===== src/design/tlg_pkg.sv =====
// Package for the toroidal life grid: action codes, rule constants, datapath
// command struct and select codes. No dependencies.
package tlg_pkg;

   localparam int GRID_WIDTH_DEF  = 64;
   localparam int GRID_HEIGHT_DEF = 64;

   // Input word field widths
   localparam int ACTION_W  = 2;
   localparam int COORD_W   = 6;
   localparam int COUNT_W   = 4;
   localparam int REQ_DATA_W = 16;
   localparam int RSP_DATA_W = 8;

   // Action codes
   localparam logic [ACTION_W-1:0] ACT_WRITE   = 2'd0;
   localparam logic [ACTION_W-1:0] ACT_READ    = 2'd1;
   localparam logic [ACTION_W-1:0] ACT_ADVANCE = 2'd2;

   // B3/S23 rule
   localparam logic [COUNT_W-1:0] BORN_COUNT   = 4'd3;
   localparam logic [COUNT_W-1:0] SURVIVE_LOW  = 4'd2;
   localparam logic [COUNT_W-1:0] SURVIVE_HIGH = 4'd3;

   // Read address select
   localparam logic [1:0] RD_SWEEP = 2'd0;
   localparam logic [1:0] RD_UP    = 2'd1;
   localparam logic [1:0] RD_MID   = 2'd2;
   localparam logic [1:0] RD_DOWN  = 2'd3;

   // Write source select
   localparam logic [1:0] WR_ZERO = 2'd0;
   localparam logic [1:0] WR_NEXT = 2'd1;
   localparam logic [1:0] WR_CELL = 2'd2;

   typedef struct packed {
      logic       capture;      // latch request payload
      logic       rd_en;
      logic [1:0] rd_src;
      logic       shift;        // advance the three-row window
      logic       shift_first;  // shift saved row 0 instead of memory data
      logic       save_first;   // keep old row 0 for the wrap at the bottom
      logic       wr_en;
      logic [1:0] wr_src;
      logic       apply_write;  // patch addressed cell into middle row
      logic       load_rsp;
      logic       rsp_zero;
   } tlg_cmd_type;

endpackage


===== src/design/tlg_ctrl.sv =====
// Controller of the toroidal life grid: clearing pass, cell and generation
// sequences, result handshake. Depends on tlg_pkg.
module tlg_ctrl #(
   parameter int GRID_HEIGHT = tlg_pkg::GRID_HEIGHT_DEF,
   parameter int ROW_W       = $clog2(GRID_HEIGHT)
) (
   input  logic                          clock,
   input  logic                          reset,
   input  logic                          req_tvalid,
   output logic                          req_tready,
   input  logic [tlg_pkg::ACTION_W-1:0]  req_action,
   output logic                          rsp_tvalid,
   input  logic                          rsp_tready,
   output tlg_pkg::tlg_cmd_type          cmd,
   output logic [ROW_W-1:0]              rd_row,
   output logic [ROW_W-1:0]              wr_row
);
   import tlg_pkg::*;

   localparam int K_W = $clog2(GRID_HEIGHT + 4);

   localparam logic [2:0] ST_CLEAR = 3'd0;
   localparam logic [2:0] ST_IDLE  = 3'd1;
   localparam logic [2:0] ST_CELL  = 3'd2;
   localparam logic [2:0] ST_ADV   = 3'd3;
   localparam logic [2:0] ST_FIN   = 3'd4;

   logic [2:0]          st_ff, st_in;
   logic [K_W-1:0]      k_ff, k_in;
   logic [ACTION_W-1:0] act_ff, act_in;
   logic                rsp_valid_ff, rsp_valid_in;
   logic                req_accept;

   assign req_tready = (st_ff == ST_IDLE);
   assign req_accept = req_tvalid && req_tready;
   assign rsp_tvalid = rsp_valid_ff;

   always_comb begin
      st_in  = st_ff;
      k_in   = k_ff + 1'b1;
      act_in = act_ff;
      cmd    = '0;
      rd_row = '0;
      wr_row = '0;
      unique case (st_ff)
         ST_CLEAR: begin
            cmd.wr_en  = 1'b1;
            cmd.wr_src = WR_ZERO;
            wr_row     = ROW_W'(k_ff);
            if (k_ff == K_W'(GRID_HEIGHT - 1)) begin
               st_in = ST_IDLE;
            end
         end
         ST_IDLE: begin
            k_in = '0;
            if (req_accept) begin
               cmd.capture = 1'b1;
               act_in      = req_action;
               if (req_action == ACT_ADVANCE) begin
                  st_in = ST_ADV;
               end else if (req_action == ACT_READ || req_action == ACT_WRITE) begin
                  st_in = ST_CELL;
               end else begin
                  st_in = ST_FIN;
               end
            end
         end
         ST_CELL: begin
            // read rows above, at and below, then patch the middle row on a write
            cmd.rd_en = (k_ff <= K_W'(2));
            if (k_ff == K_W'(0)) begin
               cmd.rd_src = RD_UP;
            end else if (k_ff == K_W'(1)) begin
               cmd.rd_src = RD_MID;
            end else begin
               cmd.rd_src = RD_DOWN;
            end
            cmd.shift = (k_ff >= K_W'(1)) && (k_ff <= K_W'(3));
            if (k_ff == K_W'(4)) begin
               cmd.apply_write = (act_ff == ACT_WRITE);
               cmd.wr_en       = (act_ff == ACT_WRITE);
               cmd.wr_src      = WR_CELL;
               st_in           = ST_FIN;
            end
         end
         ST_ADV: begin
            // read order: last row, then rows 0 up to the last row again
            cmd.rd_en      = (k_ff <= K_W'(GRID_HEIGHT));
            cmd.rd_src     = RD_SWEEP;
            rd_row         = (k_ff == '0) ? ROW_W'(GRID_HEIGHT - 1) : ROW_W'(k_ff - 1'b1);
            cmd.save_first = (k_ff == K_W'(2));
            cmd.shift      = (k_ff >= K_W'(1)) && (k_ff <= K_W'(GRID_HEIGHT + 2));
            cmd.shift_first = (k_ff == K_W'(GRID_HEIGHT + 2));
            cmd.wr_en      = (k_ff >= K_W'(4));
            cmd.wr_src     = WR_NEXT;
            wr_row         = ROW_W'(k_ff - K_W'(4));
            if (k_ff == K_W'(GRID_HEIGHT + 3)) begin
               st_in = ST_FIN;
            end
         end
         ST_FIN: begin
            // hold until the output register is free
            cmd.rsp_zero = !(act_ff == ACT_READ || act_ff == ACT_WRITE);
            if (!rsp_valid_ff || rsp_tready) begin
               cmd.load_rsp = 1'b1;
               st_in        = ST_IDLE;
            end
         end
         default: begin
            st_in = ST_IDLE;
         end
      endcase
   end

   always_comb begin
      if (cmd.load_rsp) begin
         rsp_valid_in = 1'b1;
      end else if (rsp_tready) begin
         rsp_valid_in = 1'b0;
      end else begin
         rsp_valid_in = rsp_valid_ff;
      end
   end

   always_ff @(posedge clock) begin
      if (reset) begin
         st_ff        <= ST_CLEAR;
         k_ff         <= '0;
         act_ff       <= ACT_WRITE;
         rsp_valid_ff <= 1'b0;
      end else begin
         st_ff        <= st_in;
         k_ff         <= k_in;
         act_ff       <= act_in;
         rsp_valid_ff <= rsp_valid_in;
      end
   end

   a_load_free: assert property (@(posedge clock) disable iff (reset)
      cmd.load_rsp |-> (!rsp_valid_ff || rsp_tready))
      else $error("result loaded over an untaken word");

   a_load_shows: assert property (@(posedge clock) disable iff (reset)
      cmd.load_rsp |=> rsp_valid_ff)
      else $error("loaded result not presented");

   a_accept_leaves_idle: assert property (@(posedge clock) disable iff (reset)
      req_accept |=> (st_ff != ST_IDLE))
      else $error("accepted word did not start a sequence");

   a_clear_blocks: assert property (@(posedge clock) disable iff (reset)
      (st_ff == ST_CLEAR) |-> (!req_tready && cmd.wr_en))
      else $error("clearing pass not exclusive");

   a_rise_from_fin: assert property (@(posedge clock) disable iff (reset)
      $rose(rsp_valid_ff) |-> ($past(st_ff) == ST_FIN))
      else $error("result raised outside the finish step");

endmodule


===== config.mk =====
export PLATFORM = sky130hd
export DESIGN_NAME = tlg_ctrl
export DESIGN_NICKNAME = d
export VERILOG_FILES = /design/src/design/tlg_pkg.sv /design/src/design/tlg_ctrl.sv
export SDC_FILE = /design/constraint.sdc
export NUM_CORES = 1
export LEC_CHECK = 0
export ABC_AREA = 1
export BUFFER_PORTS_ARGS = -buffer_cell sky130_fd_sc_hd__buf_4
export CAP_MARGIN = 10
export CORE_UTILIZATION = 50
export DETAILED_ROUTE_END_ITERATION = 10
export PLACE_DENSITY = 0.78
export SETUP_SLACK_MARGIN = 0.02
export SLEW_MARGIN = 30
export SYNTH_ARGS = -nofsm -noshare
export SYNTH_HDL_FRONTEND = slang
export SYNTH_SLANG_ARGS = --single-unit

===== constraint.sdc =====
create_clock -name clock -period 4.2 [get_ports clock]
set_input_delay 0.42 -clock clock [delete_from_list [all_inputs] [get_ports clock]]
set_output_delay 0.42 -clock clock [all_outputs]
set_load 0.05 [all_outputs]

==> results of run 1 <==
## per-stage QoR
step / power [mW] / instance area [sq um]
4_1_cts: 1.01 / 1400
6_report: 1.01 / 1400
3_5_place_dp: 0.931 / 1370
5_1_grt: 1.10 / 1400
3_3_place_gp: 0.926 / 1370
2_1_floorplan: 0.751 / 1130
## synthesized netlist by cell type, drive strengths merged
cell type	instances	share of area [%]
inv	33	11
xnor2	2	1.6
o21ai	12	5.3
o22ai	2	1.1
nand3b	1	0.67
a211oi	1	1.1
nor3	3	1.3
a31oi	2	1.1
buf	4	2.6
dfxtp	13	23
nand2	42	14
ha	7	7.8
nor2	37	14
o211ai	2	1.3
or2	1	0.56
a21oi	15	6.7
nand3	14	6.2
nand4	1	0.56
## path summary, 6_finish.rpt
kind,cells after the start,from,endpoint,slack [ns]
min reg2reg,2,act_ff[0]$_SDFFE_PP0P_,act_ff[0]$_SDFFE_PP0P_,0.48
max reg2reg,11,k_ff[2]$_SDFF_PP0_,st_ff[2]$_SDFFE_PP0P_,2.52
max,9,k_ff[2]$_SDFF_PP0_,rd_row[5],1.76
min,2,reset,rsp_tvalid$_SDFFE_PP0P_,0.32
## routing by layer
metal	vias to the layer above	GRT usage, %	part of all wire [%]
met5	-	0	0
met4	0	6.67	0.49
met3	2	4.94	9.7
met2	72	42.2	44
met1	561	38.7	46
li1	676	-	-
## power by group through the flow
stage / logic, mW / registers, mW / clock network (mW)
3_3_place_gp: 0.727 / 0.199 / 0
3_5_place_dp: 0.731 / 0.201 / 0
2_1_floorplan: 0.560 / 0.191 / 0
4_1_cts: 0.732 / 0.198 / 0.0837
6_report: 0.732 / 0.200 / 0.0782
5_1_grt: 0.807 / 0.205 / 0.0872
## worst reg2reg max path, delay by kind of cell, from the launching register on
family,cells,cell delay [ns]
DFF,1,0.57
adders and majority gates,1,0.28
buffers and inverters,3,0.28
and+or+nand+nor,7,0.50
## registers in the layout, indices dropped and copies added (netlist names)
register and flops:
k_ff 7, st_ff 3, act_ff 2, rsp_tvalid 1
## layout make-up
type / instances / area share (%)
timing repair buffer: 32 / 17.2
clock buffer: 3 / 1.61
multi-input combinational: 142 / 51.0
tap: 27 / 2.41
sequential: 13 / 18.6
inverter: 33 / 8.85
clock inverter: 1 / 0.357
## cells by family after synthesis
family          after synthesis  synth area share [%]
compound gates               34                  16.6
xor+xnor                      2                  1.55
fa+ha+maj                     7                  7.77
buf+inv                      37                  13.5
flops                        13                  23.1
simple gates                 99                  37.4
## cell usage in the layout, fill, tap and decap left out, types with 2 or more instances in the layout
master and n:
o22ai_1 2, nand2_2 2, dfxtp_1 13, nor3_1 3
inv_1 29, ha_1 7, nand3_1 14, nand2_1 40
nor2_1 33, buf_4 32, a31oi_1 2, a21oi_1 15
o21ai_0 11, clkbuf_4 3, xnor2_1 2, o211ai_1 2
nor2_2 3, inv_2 4
==> results.sh, run 1 <==
export IMPL_p_leak_nw=0.743
export IMPL_routed_wirelength_microns=3030
export IMPL_final_setup_tns_ns=0
export IMPL_worst_slack_ns=1.76
export IMPL_post_cts_buffers=0
export IMPL_nNetsFinal=238
export IMPL_intPower_uw=401
export IMPL_cts_root_buf="clkbuf_4"
export IMPL_worst_endpoint_required_ns=3.78
export IMPL_fillerInstances=203
export IMPL_design_portCount=33
export IMPL_seq_area_frac_synth_pct=23.1
export IMPL_grt_pass1_vias=1178
export IMPL_post_route_ant_nets=0
export IMPL_avgViaCountPerCell=5.22
export IMPL_layout_cells_non_filler=251
export IMPL_critPathMaxStageDelay_ns=0.57
export IMPL_cts_htree_levels=1
export IMPL_period_utilization_pct=58.1
export IMPL_cts_resized=0
export IMPL_worst_path_max_delay_cell="dfxtp_1"
export IMPL_port_buffers=32
export IMPL_share_comb_of_total_power_pct=72.5
export IMPL_place_gp_congestion=0.917
export IMPL_yosys_register_bits=13
export IMPL_max_slew_worst_pin_slew_ns=0.404
export IMPL_worst_skew_pair_late_latency_ns=0.28
export IMPL_power_switching_uw=609
export IMPL_setup_violations_final=0
export IMPL_area_sequential_sq_um=260
export IMPL_vias=1311
export IMPL_yosysWarningCount=0
export IMPL_avgRoutedWirePerCell_microns=12.1
export IMPL_crit_fanout=10
export IMPL_antenna_found_initial=0
export IMPL_worst_hold_slack_ns=0.319
export IMPL_worst_min_delay_path_class="input pin to flop"
export IMPL_setup_repair_after_global_routing_missed_its_margin="no"
export IMPL_final_setup_skew_ns=0.00435
export IMPL_power_switching_share_pct=60.3
export IMPL_layout_min_cycle_time_ns=2.44
export IMPL_grt_start_max_net_pins=14
export IMPL_outcome="finished, final reports clean"
export IMPL_starting_density_of_the_core_pct=55.2
export IMPL_numPlacedInstances=247
export IMPL_postLayoutCoreUtil_pct=68.6
export IMPL_cts_root_to_sink_buffers=2
export IMPL_post_dp_hpwl_microns=2470
export IMPL_core_area_sq_um=2040
export IMPL_drt_first_pass_iters=4
export IMPL_max_slew_margin_rel_pct=73.0
export IMPL_numCtsBuffers=3
export IMPL_grt_pass1_wl_microns=5180
export IMPL_worst_setup_hold_path_clk_slew_ns=0.08
export IMPL_worst_ir_drop_vdd_uv=429
export IMPL_insertedDiodeCount=0
export IMPL_setup_worst_path_start_class="flop"
export IMPL_worstSetupEndpointType="output port"
export IMPL_path_common_cell="inv_1"
export IMPL_cts_num_sinks=13
export IMPL_max_cap_viol_count=0
export IMPL_multi_input_comb_area_sq_um=714
export IMPL_dieArea_sq_um=2450
export IMPL_floorplan_die_width_microns=49.5
export IMPL_grtUsageTotal_pct=27.2
export IMPL_path_delay_family="flip-flops"
export IMPL_arrival_ns=2.02
export IMPL_maxClockFrequency_mhz=410
export IMPL_hold_viol=0
export IMPL_power_clock_fraction_pct=7.7
export IMPL_report_final_slew_viol_count=0
export IMPL_synth_lib_cells_used_distinct=25
export IMPL_synthesis_area_per_instance_sq_um=5.87
export IMPL_cts_tree="built"
export IMPL_cts_hold_fix_buffers=0
export IMPL_synthCells=192
export IMPL_rows=16
export IMPL_area_delta_synth_final_pct=24.2
export IMPL_grt_overflow_total=0
export IMPL_cp_cell_sequence="inv_1 > ha_1 > inv_1 > nor2_2 > nand2_1 > nand4_1 > nand2_1 > inv_1 > buf_4"
export IMPL_drt_iter0_markers=46
export IMPL_die_h_microns=49.5
export IMPL_path_buf_inv=4
export IMPL_power_per_cell_area_nw_per_um2=722
export IMPL_pre_cts_slack_ns=2.11
export IMPL_drc=0
export IMPL_drive_gt1_share_pct=21.4
export IMPL_syn_cell_area_sq_um=1130
export IMPL_path_class="flop to output port"
export IMPL_power_share_sequential_pct=19.8
export IMPL_syn_num_nets=205
No activity file was read; power rests on OpenSTA's default activity.
==> run 2, diff against run 1 <==
--- a/config.mk
+++ b/config.mk
@@ -5,12 +5,12 @@
 export SDC_FILE = /design/constraint.sdc
 export NUM_CORES = 1
 export LEC_CHECK = 0
-export ABC_AREA = 1
+export ABC_AREA = 0
 export BUFFER_PORTS_ARGS = -buffer_cell sky130_fd_sc_hd__buf_4
 export CAP_MARGIN = 10
 export CORE_UTILIZATION = 50
 export DETAILED_ROUTE_END_ITERATION = 10
-export PLACE_DENSITY = 0.78
+export PLACE_DENSITY = 0.77
 export SETUP_SLACK_MARGIN = 0.02
 export SLEW_MARGIN = 30
 export SYNTH_ARGS = -nofsm -noshare
==> constraint.sdc (replaced) <==
create_clock -name clock -period 2.4 [get_ports clock]
set_input_delay 0.24 -clock clock [delete_from_list [all_inputs] [get_ports clock]]
set_output_delay 0.24 -clock clock [all_outputs]
set_load 0.05 [all_outputs]
==> results.sh, run 2 <==
export IMPL_place_gp_congestion=0.951
export IMPL_layout_min_cycle_time_ns=2.22
export IMPL_worst_setup_hold_path_clk_slew_ns=0.08
export IMPL_grt_pass1_vias=1087
export IMPL_arrival_ns=1.98
export IMPL_power_per_cell_area_nw_per_um2=342
export IMPL_rows=17
export IMPL_outcome="finished, final reports clean"
export IMPL_cts_hold_fix_buffers=0
export IMPL_worstSetupEndpoint="cmd[11]"
export IMPL_post_cts_buffers=0
export IMPL_worst_reg2reg_endpoint="st_ff[0]$_SDFFE_PP0P_"
export IMPL_grt_pass1_wl_microns=4800
export IMPL_most_repeated_cell_in_the_gate_level_netlist_after_synthesis="nor2_1"
export IMPL_largest_registers_in_the_final_layout="k_ff x7, st_ff x3, act_ff x2"
export IMPL_postSynth_asyncResetShare_pct=0
export IMPL_post_dp_hpwl_microns=2160
export IMPL_insertedDiodeCount=0
export IMPL_core_area_sq_um=2210
export IMPL_maxClockFrequency_mhz=450
export IMPL_p_leak_nw=0.714
export IMPL_vias=1198
export IMPL_crit_fanout=11
export IMPL_timing_reg2reg_setup_slack_ns=0.58
export IMPL_grt_start_max_net_pins=15
export IMPL_setup_worst_path_start_class="flop"
export IMPL_area_sequential_sq_um=260
export IMPL_critPathMaxStageDelay_ns=0.59
export IMPL_synth_flop_cell="dfxtp_1"
export IMPL_area_delta_synth_final_pct=23.2
export IMPL_cts_resized=0
export IMPL_syn_cell_area_sq_um=1170
export IMPL_cts_root_to_sink_buffers=2
export IMPL_top_register="k_ff"
export IMPL_synth_common_cells="nor2_1 (24), dfxtp_1 (13), nand2_1 (11), inv_1 (9)"
export IMPL_number_of_flops_mapped_to_enable_cells_by_yosys=0
export IMPL_cts_tree="built"
export IMPL_multi_input_comb_area_sq_um=812
export IMPL_worst_path_max_delay_cell="or4_4"
export IMPL_design_portCount=33
export IMPL_max_cap_viol_count=0
export IMPL_ys_top_cells_by_area="dfxtp_1 (22%), nor2_1 (7.7%), ha_1 (7.5%), nand2_1 (3.5%), a21oi_1 (3.4%)"
export IMPL_syn_num_nets=174
export IMPL_most_common_layout_cells="buf_4 (36), nor2_1 (24), dfxtp_1 (13)"
export IMPL_drc=0
export IMPL_avgRoutedWirePerCell_microns=13.4
export IMPL_cts_num_sinks=13
export IMPL_synthesis_area_per_instance_sq_um=7.25
export IMPL_cts_htree_levels=1
export IMPL_max_slew_margin_rel_pct=57.4
export IMPL_drt_iter0_markers=40
export IMPL_synthCells=161
export IMPL_cp_cell_sequence="or4_4 > or2_4 > a21oi_2 > a31o_1 > buf_4"
export IMPL_nNetsFinal=198
export IMPL_avgViaCountPerCell=5.65
export IMPL_report_final_slew_viol_count=0
export IMPL_max_slew_worst_pin_slew_ns=0.637
export IMPL_yosys_register_bits=13
export IMPL_antenna_found_initial=0
export IMPL_hold_depth=2
export IMPL_synth_top_cell_area_share_pct=22.3
export IMPL_path_class="flop to output port"
export IMPL_dieArea_sq_um=2530
export IMPL_post_route_ant_nets=0
export IMPL_mostFrequentLayoutCell="buf_4"
export IMPL_synth_top_area_cell="dfxtp_1"
export IMPL_die_h_microns=50.3
export IMPL_postLayoutCoreUtil_pct=65.0
export IMPL_number_of_flip_flops_under_the_largest_register_name=7
export IMPL_worst_min_delay_path_class="input pin to flop"
export IMPL_port_buffers=32
export IMPL_worst_skew_pair_late_latency_ns=0.27
export IMPL_grtUsageTotal_pct=24.7
export IMPL_final_setup_skew_ns=0.00395
export IMPL_drt_first_pass_iters=4
export IMPL_numCtsBuffers=3
export IMPL_synth_lib_cells_used_distinct=49
export IMPL_floorplan_die_width_microns=50.3
export IMPL_setup_violations_final=0
export IMPL_worstSetupEndpointType="output port"
export IMPL_worst_endpoint_required_ns=2.16
export IMPL_fillerInstances=194
export IMPL_worst_hold_slack_ns=0.196
export IMPL_period_utilization_pct=92.7
export IMPL_routed_wirelength_microns=2850
export IMPL_reg2reg_depth=6
export IMPL_worst_setup_path_startpoint="k_ff[1]$_SDFF_PP0_"
export IMPL_drive_gt1_share_pct=29.9
export IMPL_grt_overflow_total=0
export IMPL_yosysWarningCount=0
export IMPL_worst_ir_drop_vdd_uv=257
export IMPL_timing_rr_start="k_ff[3]$_SDFF_PP0_"
export IMPL_hold_viol=0
export IMPL_cts_root_buf="clkbuf_4"
export IMPL_seq_area_frac_synth_pct=22.3
export IMPL_setup_repair_after_global_routing_missed_its_margin="no"
export IMPL_starting_density_of_the_core_pct=52.8
-- run 2: cell families (layout without fill, tap and decap cells) --
| group | count (synthesis) | in the layout | share of synthesized area [%] |
|---|---|---|---|
| AOI/OAI and AO/OA | 35 | 35 | 20.7 |
| xor gates and xnor gates | 7 | 7 | 5.25 |
| adders and majority gates | 7 | 7 | 7.50 |
| buffers and inverters | 26 | 49 | 10.5 |
| DFF | 13 | 13 | 22.3 |
| muxes | 2 | 2 | 1.71 |
| and+or+nand+nor | 71 | 71 | 32.0 |
-- run 2: cell type report --
class | count | share of cell area (%)
Clock buffer | 4 | 1.83
Inverter | 9 | 2.35
Multi-Input combinational cell | 122 | 56.5
Sequential cell | 13 | 18.1
Tap cell | 28 | 2.44
Timing Repair Buffer | 36 | 18.8
-- run 2: layer usage --
layer  track usage, %  wire length [microns]  vias up
met4             10.6                     39        0
met3             3.94                    253        4
met5                0                      0        -
li1                 -                      -      594
met2             38.7                   1240       72
met1             33.1                   1310      528
-- run 2: how the worst min path moves through the flow --
stage / end / from / slack [ns]
6_report: act_ff[0]$_SDFFE_PP0P_ / reset / 0.20
5_1_grt: act_ff[1]$_SDFFE_PP0P_ / reset / 0.20
4_1_cts: act_ff[0]$_SDFFE_PP0P_ / reset / 0.19
3_5_place_dp: act_ff[0]$_SDFFE_PP0P_ / reset / 0.49
3_3_place_gp: act_ff[1]$_SDFFE_PP0P_ / reset / 0.48
2_1_floorplan: act_ff[0]$_SDFFE_PP0P_ / req_action[0] / 0.39
-- run 2: critical path, delay by kind of cell (launching register included) --
family	cells	cell delay, ns
flip-flops	1	0.41
AND/OR/NAND/NOR	2	0.84
AO/OA/AOI/OAI	2	0.26
buffers and inverters	1	0.20
-- run 2: power by group --
| part | switching (mW) | internal [mW] |
|---|---|---|
| sequential | 0.00929 | 0.221 |
| combinational | 0.0759 | 0.0502 |
| clock | 0.0718 | 0.0643 |
| total | 0.157 | 0.335 |
-- run 2: through the flow --
| stage | instances | worst slack, ns | setup TNS, ns | total power, mW | cell area [sq um] |
|---|---|---|---|---|---|
| global placement | 208 | 0.532 | 0 | 0.358 | 1400 |
| finish | 212 | 0.176 | 0 | 0.492 | 1440 |
| global route | 212 | 0.0254 | 0 | 0.520 | 1440 |
| floorplan | 161 | -0.0655 | -0.0655 | 0.330 | 1180 |
| CTS | 212 | 0.129 | 0 | 0.492 | 1430 |
| detailed placement | 208 | 0.442 | 0 | 0.358 | 1400 |
==> run 3, diff against run 2 <==
--- a/config.mk
+++ b/config.mk
@@ -11,6 +11,7 @@
 export CORE_UTILIZATION = 50
 export DETAILED_ROUTE_END_ITERATION = 10
 export PLACE_DENSITY = 0.77
+export RECOVER_POWER = 50
 export SETUP_SLACK_MARGIN = 0.02
 export SLEW_MARGIN = 30
 export SYNTH_ARGS = -nofsm -noshare
==> results.sh, run 3 (synthesized netlist as in run 2, its figures left out) <==
export IMPL_routed_wirelength_microns=2850
export IMPL_area_sequential_sq_um=260
export IMPL_worst_ir_drop_vdd_uv=257
export IMPL_power_per_cell_area_nw_per_um2=346
export IMPL_grt_use_met2_pct=38.7
export IMPL_grtUsageTotal_pct=24.7
export IMPL_crit_fanout=11
export IMPL_arrival_ns=1.99
export IMPL_min_from="reset"
export IMPL_numCtsBuffers=3
export IMPL_post_dp_hpwl_microns=2160
export IMPL_vias=1214
export IMPL_hold_viol=0
export IMPL_outcome="finished, final reports clean"
export IMPL_avgViaCountPerCell=5.73
export IMPL_worst_endpoint_required_ns=2.16
export IMPL_path_delay_family="simple AND/OR/NAND/NOR gates"
export IMPL_timing_rr_start="k_ff[3]$_SDFF_PP0_"
export IMPL_path_buf_inv=1
export IMPL_cp_cell_sequence="or4_4 > or2_4 > a21oi_2 > a31o_1 > buf_4"
export IMPL_die_h_microns=50.3
export IMPL_dieArea_sq_um=2530
export IMPL_rows=17
export IMPL_final_setup_tns_ns=0
export IMPL_post_route_ant_nets=0
export IMPL_grt_overflow_total=0
export IMPL_cts_num_sinks=13
export IMPL_layout_cells_non_filler=212
export IMPL_fillerInstances=196
export IMPL_setup_repair_after_global_routing_missed_its_margin="no"
export IMPL_worst_slack_ns=0.174
export IMPL_cts_root_to_sink_buffers=2
export IMPL_grt_pass1_wl_microns=4800
export IMPL_max_cap_viol_count=0
export IMPL_max_slew_margin_rel_pct=57.7
export IMPL_groute_layer_met1_usage_pct=33.1
export IMPL_cts_tree="built"
export IMPL_top_register="k_ff"
export IMPL_final_setup_skew_ns=0.00507
export IMPL_worst_setup_path_startpoint="k_ff[1]$_SDFF_PP0_"
export IMPL_most_common_layout_cells="buf_4 (30), nor2_1 (24), dfxtp_1 (13)"
export IMPL_grt_pass1_vias=1087
export IMPL_path_class="flop to output port"
export IMPL_period_utilization_pct=92.7
export IMPL_report_final_slew_viol_count=0
export IMPL_reg2reg_depth=6
export IMPL_numPlacedInstances=208
export IMPL_p_leak_nw=0.691
export IMPL_setup_violations_final=0
export IMPL_antenna_found_initial=0
export IMPL_drc=0
export IMPL_insertedDiodeCount=0
export IMPL_cts_htree_levels=1
export IMPL_avgRoutedWirePerCell_microns=13.4
export IMPL_mostFrequentLayoutCell="buf_4"
export IMPL_layout_min_cycle_time_ns=2.23
export IMPL_worstSetupEndpointType="output port"
export IMPL_worst_skew_pair_late_latency_ns=0.27
export IMPL_drt_iter0_markers=50
export IMPL_drive_gt1_share_pct=27.2
export IMPL_nNetsFinal=198
export IMPL_multi_input_comb_area_sq_um=807
export IMPL_drt_first_pass_iters=5
export IMPL_design_portCount=33
export IMPL_pre_cts_slack_ns=0.442
export IMPL_final_area_sq_um=1410
export IMPL_postLayoutCoreUtil_pct=63.9
export IMPL_core_area_sq_um=2210
export IMPL_worst_reg2reg_endpoint="st_ff[0]$_SDFFE_PP0P_"
export IMPL_place_gp_congestion=0.951
export IMPL_largest_registers_in_the_final_layout="k_ff x7, st_ff x3, act_ff x2"
export IMPL_max_slew_worst_pin_slew_ns=0.632
export IMPL_starting_density_of_the_core_pct=52.8
export IMPL_port_buffers=32
export IMPL_worst_setup_hold_path_clk_slew_ns=0.08
export IMPL_setup_worst_path_start_class="flop"
export IMPL_maxClockFrequency_mhz=449
export IMPL_cts_root_buf="clkbuf_4"
export IMPL_placedInstanceArea_sq_um=1400
export IMPL_area_delta_synth_final_pct=21.1
export IMPL_post_cts_buffers=0
export IMPL_critPathMaxStageDelay_ns=0.59
export IMPL_floorplan_die_width_microns=50.3
export IMPL_hold_depth=2
export IMPL_number_of_flip_flops_under_the_largest_register_name=7
export IMPL_grt_start_max_net_pins=15
export IMPL_timing_reg2reg_setup_slack_ns=0.56
export IMPL_worst_min_delay_path_class="input pin to flop"
export IMPL_worst_path_max_delay_cell="or4_4"
export IMPL_met3_routing_resource_usage_after_global_routing_pct=3.94
export IMPL_globalRoute_busiestLayer="met2"
export IMPL_worst_hold_path_endpoint="act_ff[0]$_SDFFE_PP0P_"
run 3: worst max-delay path by stage:
stage / slack (ns) / endpoint / depth (start not counted)
2_1_floorplan: -0.07 / cmd[5] / 6
3_3_place_gp: 0.53 / cmd[5] / 7
3_5_place_dp: 0.44 / cmd[5] / 7
4_1_cts: 0.13 / cmd[5] / 7
5_1_grt: 0.03 / cmd[5] / 5
6_report: 0.17 / cmd[11] / 5
run 3: worst reg2reg max path, delay by kind of cell (launching register included):
kind                     cells  cell delay (ns)
AND/OR/NAND/NOR              3             0.73
flip-flops                   1             0.48
adder cells (fa/ha/maj)      1             0.20
AO/OA/AOI/OAI                1             0.16
buffers and inverters        1             0.15
run 3: stage by stage:
| step | hold slack (ns) | power [mW] |
|---|---|---|
| 6_report | 0.198 | 0.489 |
| 5_1_grt | 0.196 | 0.520 |
| 4_1_cts | 0.191 | 0.492 |
| 3_5_place_dp | 0.486 | 0.358 |
| 3_3_place_gp | 0.478 | 0.358 |
| 2_1_floorplan | 0.388 | 0.330 |
run 3: repair_timing:
action                                  4_1_cts  5_1_grt
hold buffers                                  0        0
endpoints found under the setup margin        0        1
gates resized for setup                       0        2
run 3: layout make-up:
| cell class | count | share of cell area, % |
|---|---|---|
| tap | 28 | 2.48 |
| timing repair buffer | 36 | 17.8 |
| multi-input combinational | 122 | 57.1 |
| clock buffer | 4 | 1.86 |
| sequential | 13 | 18.4 |
| inverter | 9 | 2.39 |
run 3: metal layers:
layer / vias up / share of wire (%) / wire [microns]
met2: 61 / 44 / 1270
met5: - / 0 / 0
li1: 595 / - / -
met3: 4 / 6.8 / 195
met4: 0 / 1.5 / 43
met1: 554 / 47 / 1340
run 3: power breakdown:
part	internal, mW	total, mW	switching, mW
registers	0.221	0.230	0.00950
clock network	0.0643	0.133	0.0690
logic	0.0499	0.126	0.0756
